[src/rtl/core/tts_pkg.sv]
`timescale 1ns / 1ps
// ----------------------------------------------------------------------------
// tts_pkg
// Shared types and constants for the tach throttle command selector.
// ----------------------------------------------------------------------------
package tts_pkg;

    // Transaction payloads
    typedef struct packed {
        logic [1:0]  req_type;
        logic [7:0]  capture_value;
        logic [11:0] throttle;
        logic        brake;
        logic        reverse_switch;
    } in_t;

    typedef struct packed {
        logic        command_valid;
        logic [2:0]  command_code;
        logic [19:0] rpm;
        logic [18:0] speed_hundredths;
        logic [3:0]  led_pattern;
    } out_t;

    // Configuration registers
    typedef struct packed {
        logic [19:0] rpm_numerator;
        logic [15:0] overflow_timeout;
        logic [11:0] level_one;
        logic [11:0] level_two;
        logic [11:0] level_three;
        logic [11:0] level_four;
    } cfg_t;

    localparam int ADDR_W = 5;
    localparam int IDX_W  = 3;

    typedef enum logic [IDX_W-1:0] {
        REG_RPM_NUMERATOR = 3'd0,
        REG_OVF_TIMEOUT   = 3'd1,
        REG_LEVEL_ONE     = 3'd2,
        REG_LEVEL_TWO     = 3'd3,
        REG_LEVEL_THREE   = 3'd4,
        REG_LEVEL_FOUR    = 3'd5
    } reg_idx_t;

    localparam logic [19:0] RST_RPM_NUMERATOR = 20'd937500;
    localparam logic [15:0] RST_OVF_TIMEOUT   = 16'd200;
    localparam logic [11:0] RST_LEVEL_ONE     = 12'd1100;
    localparam logic [11:0] RST_LEVEL_TWO     = 12'd1700;
    localparam logic [11:0] RST_LEVEL_THREE   = 12'd2300;
    localparam logic [11:0] RST_LEVEL_FOUR    = 12'd2800;

    // Request kinds
    localparam logic [1:0] REQ_EDGE    = 2'd0;
    localparam logic [1:0] REQ_TICK    = 2'd1;
    localparam logic [1:0] REQ_CONTROL = 2'd2;

    // Command codes
    localparam logic [2:0] CMD_STOP    = 3'd0;
    localparam logic [2:0] CMD_STEP1   = 3'd1;
    localparam logic [2:0] CMD_STEP2   = 3'd2;
    localparam logic [2:0] CMD_STEP4   = 3'd4;
    localparam logic [2:0] CMD_STEP5   = 3'd5;
    localparam logic [2:0] CMD_BRAKE   = 3'd6;
    localparam logic [2:0] CMD_REVERSE = 3'd7;

    // Capture phases
    localparam logic [1:0] PH_FIRST  = 2'd0;
    localparam logic [1:0] PH_SECOND = 2'd1;
    localparam logic [1:0] PH_THIRD  = 2'd2;

    // Lamp patterns
    localparam logic [3:0] LAMP_TIMEOUT = 4'b0001;
    localparam logic [3:0] LAMP_BAND_A  = 4'b0010;
    localparam logic [3:0] LAMP_BAND_B  = 4'b0100;
    localparam logic [3:0] LAMP_BAND_MASK = 4'b1110;

    // Speed bands (rpm)
    localparam logic [19:0] RPM_BAND_MIN   = 20'd5;
    localparam logic [19:0] RPM_BAND_ONE   = 20'd605;
    localparam logic [19:0] RPM_BAND_TWO   = 20'd760;
    localparam logic [19:0] RPM_BAND_THREE = 20'd1280;

    localparam int TIMER_PERIOD = 256;
    localparam int PERIOD_W     = 24;
    localparam logic [15:0] OVF_MAX = 16'hFFFF;

    // speed = rpm * SPEED_MUL / SPEED_DIV
    localparam logic [8:0]  SPEED_MUL = 9'd297;
    localparam logic [23:0] SPEED_DIV = 24'd625;

    // Same floor as (rpm * rpm_max_err) < 2^SPD_SHIFT holds for any 20-bit rpm:
    // speed = (rpm * SPEED_RECIP) >> SPD_SHIFT, SPEED_RECIP = ceil(297 * 2^30 / 625)
    localparam int          SPD_SHIFT   = 30;
    localparam int          SPD_PROD_W  = 49;
    localparam logic [28:0] SPEED_RECIP = 29'd510242115;

    // Divider: numerator / period, quotient in the dividend register
    localparam int DVD_W = 20;
    localparam int CNT_W = 5;
    localparam logic [CNT_W-1:0] RPM_STEPS = CNT_W'(DVD_W);

    typedef struct packed {
        logic                start;
        logic [DVD_W-1:0]    dividend;
        logic [PERIOD_W-1:0] divisor;
        logic [CNT_W-1:0]    steps;
    } div_req_t;

endpackage

[src/rtl/core/tts_divider.sv]
`timescale 1ns / 1ps
// ----------------------------------------------------------------------------
// tts_divider
// Restoring divider, one quotient bit per cycle.
// ----------------------------------------------------------------------------
module tts_divider
    import tts_pkg::*;
(
    input  logic             aclk,
    input  logic             aresetn,
    input  div_req_t         req,
    output logic             busy,
    output logic [DVD_W-1:0] quotient
);

    logic [CNT_W-1:0]    cnt_reg, cnt_next;
    logic [PERIOD_W-1:0] rem_reg, rem_next;
    logic [PERIOD_W-1:0] dsr_reg, dsr_next;
    logic [DVD_W-1:0]    dvd_reg, dvd_next;
    logic [PERIOD_W:0]   trial;
    logic [PERIOD_W:0]   diff;
    logic                fits;

    assign trial = {rem_reg, dvd_reg[DVD_W-1]};
    assign diff  = trial - {1'b0, dsr_reg};
    assign fits  = (trial >= {1'b0, dsr_reg});

    always_comb begin
        cnt_next = cnt_reg;
        rem_next = rem_reg;
        dsr_next = dsr_reg;
        dvd_next = dvd_reg;
        if (req.start) begin
            cnt_next = req.steps;
            rem_next = '0;
            dsr_next = req.divisor;
            dvd_next = req.dividend;
        end else if (cnt_reg != '0) begin
            cnt_next = cnt_reg - 1'b1;
            rem_next = fits ? diff[PERIOD_W-1:0] : trial[PERIOD_W-1:0];
            dvd_next = {dvd_reg[DVD_W-2:0], fits};
        end
    end

    always_ff @(posedge aclk) begin
        if (!aresetn) begin
            cnt_reg <= '0;
        end else begin
            cnt_reg <= cnt_next;
        end
        rem_reg <= rem_next;
        dsr_reg <= dsr_next;
        dvd_reg <= dvd_next;
    end

    assign busy     = (cnt_reg != '0);
    assign quotient = dvd_reg;

endmodule

[src/rtl/core/tts_ctrl.sv]
`timescale 1ns / 1ps
// ----------------------------------------------------------------------------
// tts_ctrl
// Event sequencer: capture state, speed measurement and command selection.
// ----------------------------------------------------------------------------
module tts_ctrl
    import tts_pkg::*;
(
    input  logic             aclk,
    input  logic             aresetn,
    input  cfg_t             cfg,
    input  logic             in_valid,
    input  in_t              in_data,
    output logic             in_ready,
    input  logic             out_free,
    output logic             res_load,
    output out_t             res_data,
    output div_req_t         div_req,
    input  logic             div_busy,
    input  logic [DVD_W-1:0] div_quotient
);

    typedef enum logic [2:0] {
        ST_IDLE,
        ST_RPM_GO,
        ST_RPM_WAIT,
        ST_MUL,
        ST_DECIDE,
        ST_EMIT
    } state_t;

    state_t              state_reg, state_next;
    logic [1:0]          phase_reg, phase_next;
    logic [7:0]          first_reg, first_next;
    logic [15:0]         ovf_reg, ovf_next;
    logic [PERIOD_W-1:0] period_reg, period_next;
    logic [11:0]         band_reg, band_next;
    logic [19:0]         rpm_reg, rpm_next;
    logic [18:0]         speed_reg, speed_next;
    logic [3:0]          lamp_reg, lamp_next;
    logic                cvalid_reg, cvalid_next;
    logic [2:0]          code_reg, code_next;
    logic [11:0]         thr_reg, thr_next;
    logic                brk_reg, brk_next;
    logic                rev_reg, rev_next;
    logic                stopped_reg, stopped_next;
    logic [SPD_PROD_W-1:0] spd_prod;

    // speed in hundredths by reciprocal multiply, exact floor for 20-bit rpm
    assign spd_prod = SPD_PROD_W'(rpm_reg) * SPD_PROD_W'(SPEED_RECIP);

    always_comb begin
        state_next   = state_reg;
        phase_next   = phase_reg;
        first_next   = first_reg;
        ovf_next     = ovf_reg;
        period_next  = period_reg;
        band_next    = band_reg;
        rpm_next     = rpm_reg;
        speed_next   = speed_reg;
        lamp_next    = lamp_reg;
        cvalid_next  = cvalid_reg;
        code_next    = code_reg;
        thr_next     = thr_reg;
        brk_next     = brk_reg;
        rev_next     = rev_reg;
        stopped_next = stopped_reg;
        res_load     = 1'b0;
        div_req      = '0;

        case (state_reg)
            ST_IDLE: begin
                if (in_valid) begin
                    cvalid_next = 1'b0;
                    code_next   = CMD_STOP;
                    state_next  = ST_EMIT;
                    case (in_data.req_type)
                        REQ_EDGE: begin
                            case (phase_reg)
                                PH_SECOND: phase_next = PH_THIRD;
                                PH_THIRD: begin
                                    period_next = PERIOD_W'(in_data.capture_value)
                                        + PERIOD_W'(32'(ovf_reg) * TIMER_PERIOD)
                                        - PERIOD_W'(first_reg);
                                    phase_next = PH_FIRST;
                                end
                                default: begin
                                    first_next = in_data.capture_value;
                                    ovf_next   = '0;
                                    phase_next = PH_SECOND;
                                end
                            endcase
                        end
                        REQ_TICK: begin
                            if (ovf_reg != OVF_MAX) begin
                                ovf_next = ovf_reg + 1'b1;
                            end
                        end
                        REQ_CONTROL: begin
                            thr_next     = in_data.throttle;
                            brk_next     = in_data.brake;
                            rev_next     = in_data.reverse_switch;
                            stopped_next = (rpm_reg == '0);
                            state_next   = ST_RPM_GO;
                        end
                        default: ;
                    endcase
                end
            end
            ST_RPM_GO: begin
                if (period_reg == '0) begin
                    rpm_next   = '0;
                    state_next = ST_MUL;
                end else begin
                    div_req.start    = 1'b1;
                    div_req.dividend = cfg.rpm_numerator;
                    div_req.divisor  = period_reg;
                    div_req.steps    = RPM_STEPS;
                    state_next       = ST_RPM_WAIT;
                end
            end
            ST_RPM_WAIT: begin
                if (!div_busy) begin
                    rpm_next   = div_quotient[19:0];
                    state_next = ST_MUL;
                end
            end
            ST_MUL: begin
                speed_next = spd_prod[SPD_SHIFT +: 19];
                state_next = ST_DECIDE;
            end
            ST_DECIDE: begin
                state_next = ST_EMIT;
                if (brk_reg) begin
                    cvalid_next = 1'b1;
                    code_next   = CMD_BRAKE;
                end else if (stopped_reg && rev_reg) begin
                    cvalid_next = 1'b1;
                    code_next   = (thr_reg > cfg.level_one) ? CMD_REVERSE : CMD_STOP;
                end else begin
                    // speed band; exact band edges keep the previous band
                    if (rpm_reg < RPM_BAND_ONE && rpm_reg > RPM_BAND_MIN) begin
                        band_next = cfg.level_one;
                        lamp_next = LAMP_BAND_A;
                    end else if (rpm_reg > RPM_BAND_ONE && rpm_reg < RPM_BAND_TWO) begin
                        band_next = cfg.level_two;
                        lamp_next = LAMP_BAND_B;
                    end else if (rpm_reg > RPM_BAND_TWO && rpm_reg < RPM_BAND_THREE) begin
                        band_next = cfg.level_three;
                        lamp_next = LAMP_BAND_A;
                    end else if (rpm_reg > RPM_BAND_THREE) begin
                        band_next = cfg.level_four;
                        lamp_next = LAMP_BAND_A;
                    end
                    // stall timeout
                    if (ovf_reg > cfg.overflow_timeout) begin
                        period_next = '0;
                        band_next   = cfg.level_one;
                        lamp_next   = LAMP_TIMEOUT;
                        phase_next  = PH_FIRST;
                    end else begin
                        lamp_next = lamp_next & LAMP_BAND_MASK;
                    end
                    cvalid_next = 1'b1;
                    if (band_next > thr_reg) begin
                        code_next = CMD_STOP;
                    end else if (thr_reg > cfg.level_one && thr_reg < cfg.level_two) begin
                        code_next = CMD_STEP1;
                    end else if (thr_reg >= cfg.level_two && thr_reg < cfg.level_three) begin
                        code_next = CMD_STEP2;
                    end else if (thr_reg >= cfg.level_three && thr_reg < cfg.level_four) begin
                        code_next = CMD_STEP4;
                    end else if (thr_reg >= cfg.level_four) begin
                        code_next = CMD_STEP5;
                    end else begin
                        cvalid_next = 1'b0;
                        code_next   = CMD_STOP;
                    end
                end
            end
            ST_EMIT: begin
                if (out_free) begin
                    res_load   = 1'b1;
                    state_next = ST_IDLE;
                end
            end
            default: state_next = ST_IDLE;
        endcase
    end

    always_ff @(posedge aclk) begin
        if (!aresetn) begin
            state_reg  <= ST_IDLE;
            phase_reg  <= PH_FIRST;
            first_reg  <= '0;
            ovf_reg    <= '0;
            period_reg <= '0;
            band_reg   <= RST_LEVEL_ONE;
            rpm_reg    <= '0;
            speed_reg  <= '0;
            lamp_reg   <= '0;
            cvalid_reg <= 1'b0;
            code_reg   <= CMD_STOP;
        end else begin
            state_reg  <= state_next;
            phase_reg  <= phase_next;
            first_reg  <= first_next;
            ovf_reg    <= ovf_next;
            period_reg <= period_next;
            band_reg   <= band_next;
            rpm_reg    <= rpm_next;
            speed_reg  <= speed_next;
            lamp_reg   <= lamp_next;
            cvalid_reg <= cvalid_next;
            code_reg   <= code_next;
        end
        thr_reg     <= thr_next;
        brk_reg     <= brk_next;
        rev_reg     <= rev_next;
        stopped_reg <= stopped_next;
    end

    assign in_ready = (state_reg == ST_IDLE);

    always_comb begin
        res_data.command_valid    = cvalid_reg;
        res_data.command_code     = code_reg;
        res_data.rpm              = rpm_reg;
        res_data.speed_hundredths = speed_reg;
        res_data.led_pattern      = lamp_reg;
    end

endmodule

[src/rtl/core/tach_throttle_command_selector_top.sv]
`timescale 1ns / 1ps
// ----------------------------------------------------------------------------
// tach_throttle_command_selector_top
// Tachometer capture, rpm/speed measurement and throttle command selection.
// ----------------------------------------------------------------------------
// Usage:
//   s_* channel (valid/ready) takes one event transaction: capture edge,
//   timer overflow tick or control update. m_* channel (valid/ready) returns
//   exactly one result transaction per event with the command (if any), rpm,
//   speed in hundredths and the lamp pattern.
//   An edge or tick event goes from idle straight to the emit step, which
//   loads the result register; the next event is taken after that.
//   A control update divides numerator by period on the radix-2
//   divider (20 steps), then one reciprocal multiply gives speed and a
//   decide step picks the command before the emit step. With a zero
//   period the divide is skipped.
//   s_ready is high only while the sequencer is idle; one event at a time.
//   The result sits in an output register, so the next event is taken
//   while a result waits; a stalled receiver holds the sequencer in its
//   final step until the register frees up.
//   Reset (aresetn, synchronous) loads register defaults and clears the
//   capture state; the APB port (pready tied high) may be written whenever
//   no event is in flight.
// ----------------------------------------------------------------------------
module tach_throttle_command_selector_top
    import tts_pkg::*;
(
    input  logic              aclk,
    input  logic              aresetn,
    // event input
    input  logic              s_valid,
    output logic              s_ready,
    input  in_t               s_data,
    // result output
    output logic              m_valid,
    input  logic              m_ready,
    output out_t              m_data,
    // configuration
    input  logic              psel,
    input  logic              penable,
    input  logic              pwrite,
    input  logic [ADDR_W-1:0] paddr,
    input  logic [31:0]       pwdata,
    output logic [31:0]       prdata,
    output logic              pready
);

    cfg_t             cfg_reg, cfg_next;
    logic             m_valid_reg, m_valid_next;
    out_t             m_data_reg, m_data_next;
    logic             out_free;
    logic             res_load;
    out_t             res_data;
    div_req_t         div_req;
    logic             div_busy;
    logic [DVD_W-1:0] div_quotient;
    logic             apb_wr;
    reg_idx_t         reg_idx;

    // ------------------------------------------------------------------
    // APB register file
    // ------------------------------------------------------------------
    assign pready  = 1'b1;
    assign apb_wr  = psel && penable && pwrite;
    assign reg_idx = reg_idx_t'(paddr[ADDR_W-1:2]);

    always_comb begin
        cfg_next = cfg_reg;
        if (apb_wr) begin
            case (reg_idx)
                REG_RPM_NUMERATOR: cfg_next.rpm_numerator    = pwdata[19:0];
                REG_OVF_TIMEOUT:   cfg_next.overflow_timeout = pwdata[15:0];
                REG_LEVEL_ONE:     cfg_next.level_one        = pwdata[11:0];
                REG_LEVEL_TWO:     cfg_next.level_two        = pwdata[11:0];
                REG_LEVEL_THREE:   cfg_next.level_three      = pwdata[11:0];
                REG_LEVEL_FOUR:    cfg_next.level_four       = pwdata[11:0];
                default: ;
            endcase
        end
    end

    always_comb begin
        case (reg_idx)
            REG_RPM_NUMERATOR: prdata = 32'(cfg_reg.rpm_numerator);
            REG_OVF_TIMEOUT:   prdata = 32'(cfg_reg.overflow_timeout);
            REG_LEVEL_ONE:     prdata = 32'(cfg_reg.level_one);
            REG_LEVEL_TWO:     prdata = 32'(cfg_reg.level_two);
            REG_LEVEL_THREE:   prdata = 32'(cfg_reg.level_three);
            REG_LEVEL_FOUR:    prdata = 32'(cfg_reg.level_four);
            default:           prdata = '0;
        endcase
    end

    // ------------------------------------------------------------------
    // Output register
    // ------------------------------------------------------------------
    assign out_free = !m_valid_reg || m_ready;

    always_comb begin
        m_valid_next = m_valid_reg;
        m_data_next  = m_data_reg;
        if (res_load) begin
            m_valid_next = 1'b1;
            m_data_next  = res_data;
        end else if (m_ready) begin
            m_valid_next = 1'b0;
        end
    end

    always_ff @(posedge aclk) begin
        if (!aresetn) begin
            cfg_reg.rpm_numerator    <= RST_RPM_NUMERATOR;
            cfg_reg.overflow_timeout <= RST_OVF_TIMEOUT;
            cfg_reg.level_one        <= RST_LEVEL_ONE;
            cfg_reg.level_two        <= RST_LEVEL_TWO;
            cfg_reg.level_three      <= RST_LEVEL_THREE;
            cfg_reg.level_four       <= RST_LEVEL_FOUR;
            m_valid_reg              <= 1'b0;
        end else begin
            cfg_reg     <= cfg_next;
            m_valid_reg <= m_valid_next;
        end
        m_data_reg <= m_data_next;
    end

    assign m_valid = m_valid_reg;
    assign m_data  = m_data_reg;

    // ------------------------------------------------------------------
    // Sequencer and divider
    // ------------------------------------------------------------------
    tts_ctrl u_ctrl (
        .aclk         (aclk),
        .aresetn      (aresetn),
        .cfg          (cfg_reg),
        .in_valid     (s_valid),
        .in_data      (s_data),
        .in_ready     (s_ready),
        .out_free     (out_free),
        .res_load     (res_load),
        .res_data     (res_data),
        .div_req      (div_req),
        .div_busy     (div_busy),
        .div_quotient (div_quotient)
    );

    tts_divider u_divider (
        .aclk     (aclk),
        .aresetn  (aresetn),
        .req      (div_req),
        .busy     (div_busy),
        .quotient (div_quotient)
    );

`ifndef ASSERT_OFF
    // no new event while a division is running
    a_busy_not_ready: assert property (@(posedge aclk) disable iff (!aresetn)
        div_busy |-> !s_ready)
        else $error("event accepted during division");

    // one event at a time: ready drops right after an accept
    a_accept_drops_ready: assert property (@(posedge aclk) disable iff (!aresetn)
        (s_valid && s_ready) |=> !s_ready)
        else $error("ready held after accept");

    // a result is never loaded over one that is still waiting
    a_no_overwrite: assert property (@(posedge aclk) disable iff (!aresetn)
        (m_valid && !m_ready) |=> $stable(m_data))
        else $error("pending result overwritten");

    // no command means code stop
    a_code_clean: assert property (@(posedge aclk) disable iff (!aresetn)
        m_valid |-> (m_data.command_valid || m_data.command_code == CMD_STOP))
        else $error("command code without command");
`endif

endmodule

[config.mk]
export PLATFORM = sky130hd
export DESIGN_NAME = tach_throttle_command_selector_top
export DESIGN_NICKNAME = d
export VERILOG_FILES = /design/src/rtl/core/tts_pkg.sv /design/src/rtl/core/tts_divider.sv /design/src/rtl/core/tts_ctrl.sv /design/src/rtl/core/tach_throttle_command_selector_top.sv
export SDC_FILE = /design/constraint.sdc
export NUM_CORES = 1
export LEC_CHECK = 0
export BUFFER_PORTS_ARGS = -buffer_cell sky130_fd_sc_hd__buf_2
export CAP_MARGIN = 0
export CORE_ASPECT_RATIO = 2
export CORE_MARGIN = 2
export CORE_UTILIZATION = 40
export DETAILED_ROUTE_END_ITERATION = 16
export PLACE_DENSITY = 0.66
export SETUP_SLACK_MARGIN = 0.02
export SLEW_MARGIN = 0
export SYNTH_ARGS = -nofsm -noshare
export SYNTH_HDL_FRONTEND = slang
export SYNTH_SLANG_ARGS = --single-unit
[constraint.sdc]
create_clock -name aclk -period 12.6 [get_ports aclk]
set_input_delay 0 -clock aclk [delete_from_list [all_inputs] [get_ports aclk]]
set_output_delay 0 -clock aclk [all_outputs]
set_load 0.05 [all_outputs]
# Yosys cells after proc, flatten, opt, wreduce, memory -nomap -nowiden
# Index checks and enable logic that the tools add are counted.
totals:
  input_bits: 68
  wordCells: 196
  register_bits: 332
  out_inout_bits: 82
op_classes:
  mul: 1
  n_bitwise: 4
  n_mux: 70
  n_addsub: 5
  order_cmp: 17
  eq_ne: 26
  reduce_logical: 41
op_table:
  columns: ["operator", "count"]
  rows:
  - ["24-bit two-way mux", 7]
  - ["20-bit one-hot mux with 6 select lines", 1]
  - ["50-bit two-way mux", 2]
  - ["12-bit two-way mux", 8]
  - ["20-bit two-way mux", 4]
  - ["20-bit by 29-bit multiplier with 49-bit output, second input constant", 1]
  - ["24-bit one-hot mux with 2 select lines", 1]
  - ["20-bit by 10-bit > comparator with 1-bit output, second input constant", 2]
  - ["20-bit by 10-bit < comparator with 1-bit output, second input constant", 2]
  - ["20-bit one-hot mux with 2 select lines", 1]
  - ["3-bit two-way mux", 13]
  - ["12-bit >= comparator", 3]
  - ["12-bit < comparator", 3]
  - ["16-bit two-way mux", 2]
  - ["16-bit one-hot mux with 2 select lines", 1]
  - ["25-bit by 24-bit >= comparator with 1-bit output", 1]
  - ["8-bit by 24-bit adder with 24-bit output", 1]
  - ["12-bit > comparator", 2]
  - ["24-bit zero test", 1]
  - ["24-bit subtractor", 1]
  - ["24-bit by 8-bit subtractor with 24-bit output", 1]
  - ["20-bit by 11-bit > comparator with 1-bit output, second input constant", 1]
  - ["20-bit by 3-bit > comparator with 1-bit output, second input constant", 1]
  - ["20-bit zero test", 1]
  - ["other kinds (35)", 103]

# Logic depth before layout (Yosys ltp)
logic_depth:
  ltp_word: 14
  mapped_depth: 24
  ltp_nobuf: 24

# By module
# From an unflattened synthesis, not the netlist that was laid out.
hier_totals:
  hier_cells: 2949
  area_unflattened_um2: 28049.4
by_module_without_submodules:
  columns: ["module", "cells_per_inst", "area_per_inst_um2", "seq_area_each_um2", "n_inst"]
  rows:
  - ["tts_ctrl", 2047, 18336.3, 2672.6, 1]
  - ["tach_throttle_command_selector_top", 481, 5436.5, 3113.0, 1]
  - ["tts_divider", 421, 4276.6, 1901.8, 1]

# Least setup slack after synthesis
# Ideal clock, no wire load.
synth_path:
  path_kind: "register to register"
  start: "register u_ctrl.rpm_reg[11]"
  end: "register u_ctrl.speed_reg[18]"
  arrival_ns: 6.214
  period_less_slack_ns: 6.346
  setup_time_ns: 0.132
  path_stages_with_launch: 23
  required_time_ns: 12.468
  slack_ns: 6.254
  n_path_buf: 0
  path_cell_list: "dfxtp_1 inv_1 ha_1 fa_1 fa_1 inv_1 fa_1 inv_1 fa_1 fa_1 inv_1 fa_1 inv_1 ha_1 a21oi_1 o21ai_0 a41o_1 a221o_1 o21ai_2 o21ai_1 a31oi_1 nor4b_1 nor4_1"
synth_between:
  elab_chain_len: 1
synth_rtl:
  columns: ["element", "line_no", "rtl"]
  rows:
  - ["start, declared", "tts_ctrl.sv:38", "logic [19:0] rpm_reg, rpm_next;"]
  - ["start signal, assigned", "tts_ctrl.sv:211", "rpm_reg <= rpm_next;"]
  - ["20-bit by 29-bit multiplier with 49-bit output", "tts_ctrl.sv:50", "assign spd_prod = SPD_PROD_W'(rpm_reg) * SPD_PROD_W'(SPEED_RECIP);"]
  - ["end signal, assigned", "tts_ctrl.sv:212", "speed_reg <= speed_next;"]
  - ["end, declared", "tts_ctrl.sv:39", "logic [18:0] speed_reg, speed_next;"]
# No other way between the ends.
# A chain may end at the register's enable or synchronous reset.

# Worst setup path after layout
layout_path:
  start: "register u_ctrl.rpm_reg[8]"
  end: "register u_ctrl.speed_reg[18]"
# Same word-level chain as after synthesis.

==> impl_metrics.toml <==
[drt]
vias = 21960
first_pass_iters = 5
ant_nets = 0
routed_wl_um = 83740
vias_per_cell = 5.462
drc = 0
post_drt_wl_per_cell_um = 20.83
drtIter0Drc = 1280

[logic_synthesis]
synth_edf_count = 105
synth_area_sq_mm = 0.02736
avgSynthCellArea_sq_um = 9.211
synth_area_leaders = "dfxtp_1, ha_1, fa_1"
synth_area_leader_cell = "dfxtp_1"
async_reset_ff_share_pct = 0
synthDistinctLibCells = 89
synthFlopType = "dfxtp_1"
synth_seq_area_share_pct = 27.98
synth_warnings = 0
synth_cells = 2971
synth_top_area_share_pct = 16.46
ys_ff_latch = 330

[pwr]
peakVddDrop_uv = 174.2
p_leak_uw = 0.01489
power.density_mw_per_mm2 = 143.1
finalPower_uw = 4371

[final_layout]
final_nets = 3742
area_delta_synth_final_pct = 11.65
stdcell_count = 4020
drive_gt1_share_pct = 8.339
antenna_cells = 0
largest_reg_flops = 84
fillCellCount = 6501

[cts]
cts_setup_buffers = 0
cts_root_buf = "clkbuf_16"
cts_max_level = 2
cts_tree = "done"
clkLatencyLatePin_ps = 570
cts.sinks = 330
cts.path.max_buffers = 3
path_clk_slew_ps = 70
cts_made_buffers = 34

[setup_path]
crit_required_ps = 13020
critPathMaxFanout = 11
end_kind = "flip-flop"
critPathKind = "flip-flop to flip-flop"
r2r_slack_ps = 4820
crit_start = "u_ctrl.rpm_reg[8]$_SDFFE_PN0P_"
start_kind = "flip-flop"
rr_startpoint = "u_ctrl.rpm_reg[8]$_SDFFE_PN0P_"
worst_ep_arrival_time_ps = 8200

[timing]
worst_slack_ps = 4821
tightestPinTransition_ps = 1166
final.min_clock_period_ps = 7779
rsz0062_at_grt = "false"
setup_violations = 0
slew_viol_final = 0
fmax_mhz = 128.5
hold_viol = 0
tns_ps = 0
slew_headroom_pct = 21.83
post-route-period-util_pct = 61.74
skew_ps = 30.65

[global_routing]
grt_max_degree = 63
antenna_found_initial = 2
overflow = 0
track_usage_pct = 23.71
grt_pass1_wl_um = 127700
grt_pass1_vias = 22160

[place]
port_buffers = 121
dp_hpwl_um = 66690
placedCellCount = 3909
place_congestion = 1.013
post-place-ws_ps = 4976

[run]
drv_cap = 0

[die]
die_x_um = 189.0
fp.dieH_um = 373.9
initial_core_util_pct = 40.40
core_area_sq_mm = 0.06773
top_level_ports = 150
rows = 135
fp.dieArea_sq_mm = 0.07065

[min_path]
hp-class = "input pin to flip-flop"
min-delay-start = "penable"

[status]
status = "completed"
-- critical path, cell delays in order (launching register included) --
cell       delay (ps)
dfxtp_1           920
inv_1             360
ha_1              600
inv_1             110
fa_1              600
inv_1              80
fa_1              570
fa_1              460
fa_1              460
fa_1              540
fa_1              450
ha_1              420
a21oi_1           170
o21ai_0           140
a2111oi_2         410
nand2_1           110
o21ai_2           260
o21ai_1           230
a31oi_1           360
nor4b_1           300
nor4_1             80
-- metal layers --
layer / track usage [%] / routed length [um] / share of wire [%] / up-vias
met2: 43.38 / 43620 / 52 / 709
li1: - / - / - / 10360
met4: 18.40 / 7745 / 9.2 / 4
met3: 3.293 / 3888 / 4.6 / 299
met5: 0 / 21 / 0.025 / -
met1: 23.90 / 28460 / 34 / 10590
-- path summary, 6_finish.rpt --
check / endpoint / cells after the start
worst max-delay path: u_ctrl.speed_reg[18]$_SDFFE_PN0N_ / 20
worst min-delay path: cfg_reg[52]$_SDFFE_PN0P_ / 5
worst max register to register: u_ctrl.speed_reg[18]$_SDFFE_PN0N_ / 20
worst min register to register: m_data[5]$_DFFE_PP_ / 0
-- repair_timing --
item,CTS,global route
gates resized for setup,0,0
hold buffers,49,0
endpoints found under the hold margin,122,0
-- cell usage in the layout (no fill, tap or decap), types with 15 or more instances in the layout --
cell type,n
dfxtp_1,225
inv_1,457
xor2_1,27
edfxtp_1,105
a211oi_1,19
o21ai_1,25
nand4_1,42
a22oi_1,27
dlygate4sd3_1,49
a21o_1,51
o31ai_1,16
nor2_1,147
mux2i_1,39
fa_1,211
and3_1,37
o211ai_1,33
clkbuf_16,38
nor3_1,29
a21oi_1,177
buf_4,28
o22ai_1,15
buf_2,121
nand2_1,330
o21ai_0,103
or3_1,18
nand3_1,60
nor2b_1,22
o21a_1,21
xnor2_1,37
ha_1,359
-- synth_stat cells, types with 12 or more instances --
library cell and number:
a21o_1 51, o21ai_0 104, or3_1 18, nor4_1 12, nor2b_1 22, nand4_1 42
clkbuf_1 78, o22ai_1 15, xor2_1 27, nand3_1 60, o21a_1 21, nand2b_1 12
o21ai_1 24, xnor2_1 37, inv_1 457, dfxtp_1 225, and3_1 37, nor3_1 32
o31ai_1 16, a22oi_1 27, fa_1 211, nor2_1 148, o211ai_1 33, and2_1 13
edfxtp_1 105, a31oi_1 12, o21bai_1 12, buf_4 17, mux2i_1 39, a211oi_1 19
nand2_1 330, ha_1 359, a21oi_1 177
-- cell type report --
type                       instances  area (sq um)  area share (%)
clock buffer                      45          1007           3.297
inverter                         458          1722           5.635
clock inverter                    17         214.0          0.7003
multi-input combinational       2082         17530           57.39
timing repair buffer             198          1306           4.275
tap                              890          1114           3.645
sequential                       330          7657           25.06
-- kinds of logic after synthesis --
family	share of synthesized area, %
and+or+nand+nor	13.59
other	0.02744
muxes	2.222
buffers and inverters	8.235
xor gates and xnor gates	2.048
DFF	27.98
adders and majority gates	31.85
AOI/OAI and AO/OA	14.05
-- report_power, final --
part | internal, uW | switching (uW) | total (uW)
Sequential | 1250 | 106 | 1360
Combinational | 682 | 1200 | 1880
Clock | 641 | 493 | 1130
Total | 2570 | 1800 | 4370
-- per-stage QoR --
stage	area (sq um)	hold slack, ps	utilization, %
finish	30550	87.70	45.11
global route	30550	111.7	45.11
CTS	30550	54.50	45.11
detailed placement	28840	178.1	42.58
global placement	28840	177.0	42.58
floorplan	27410	98.87	-
Power figures use the tool's default switching activity.
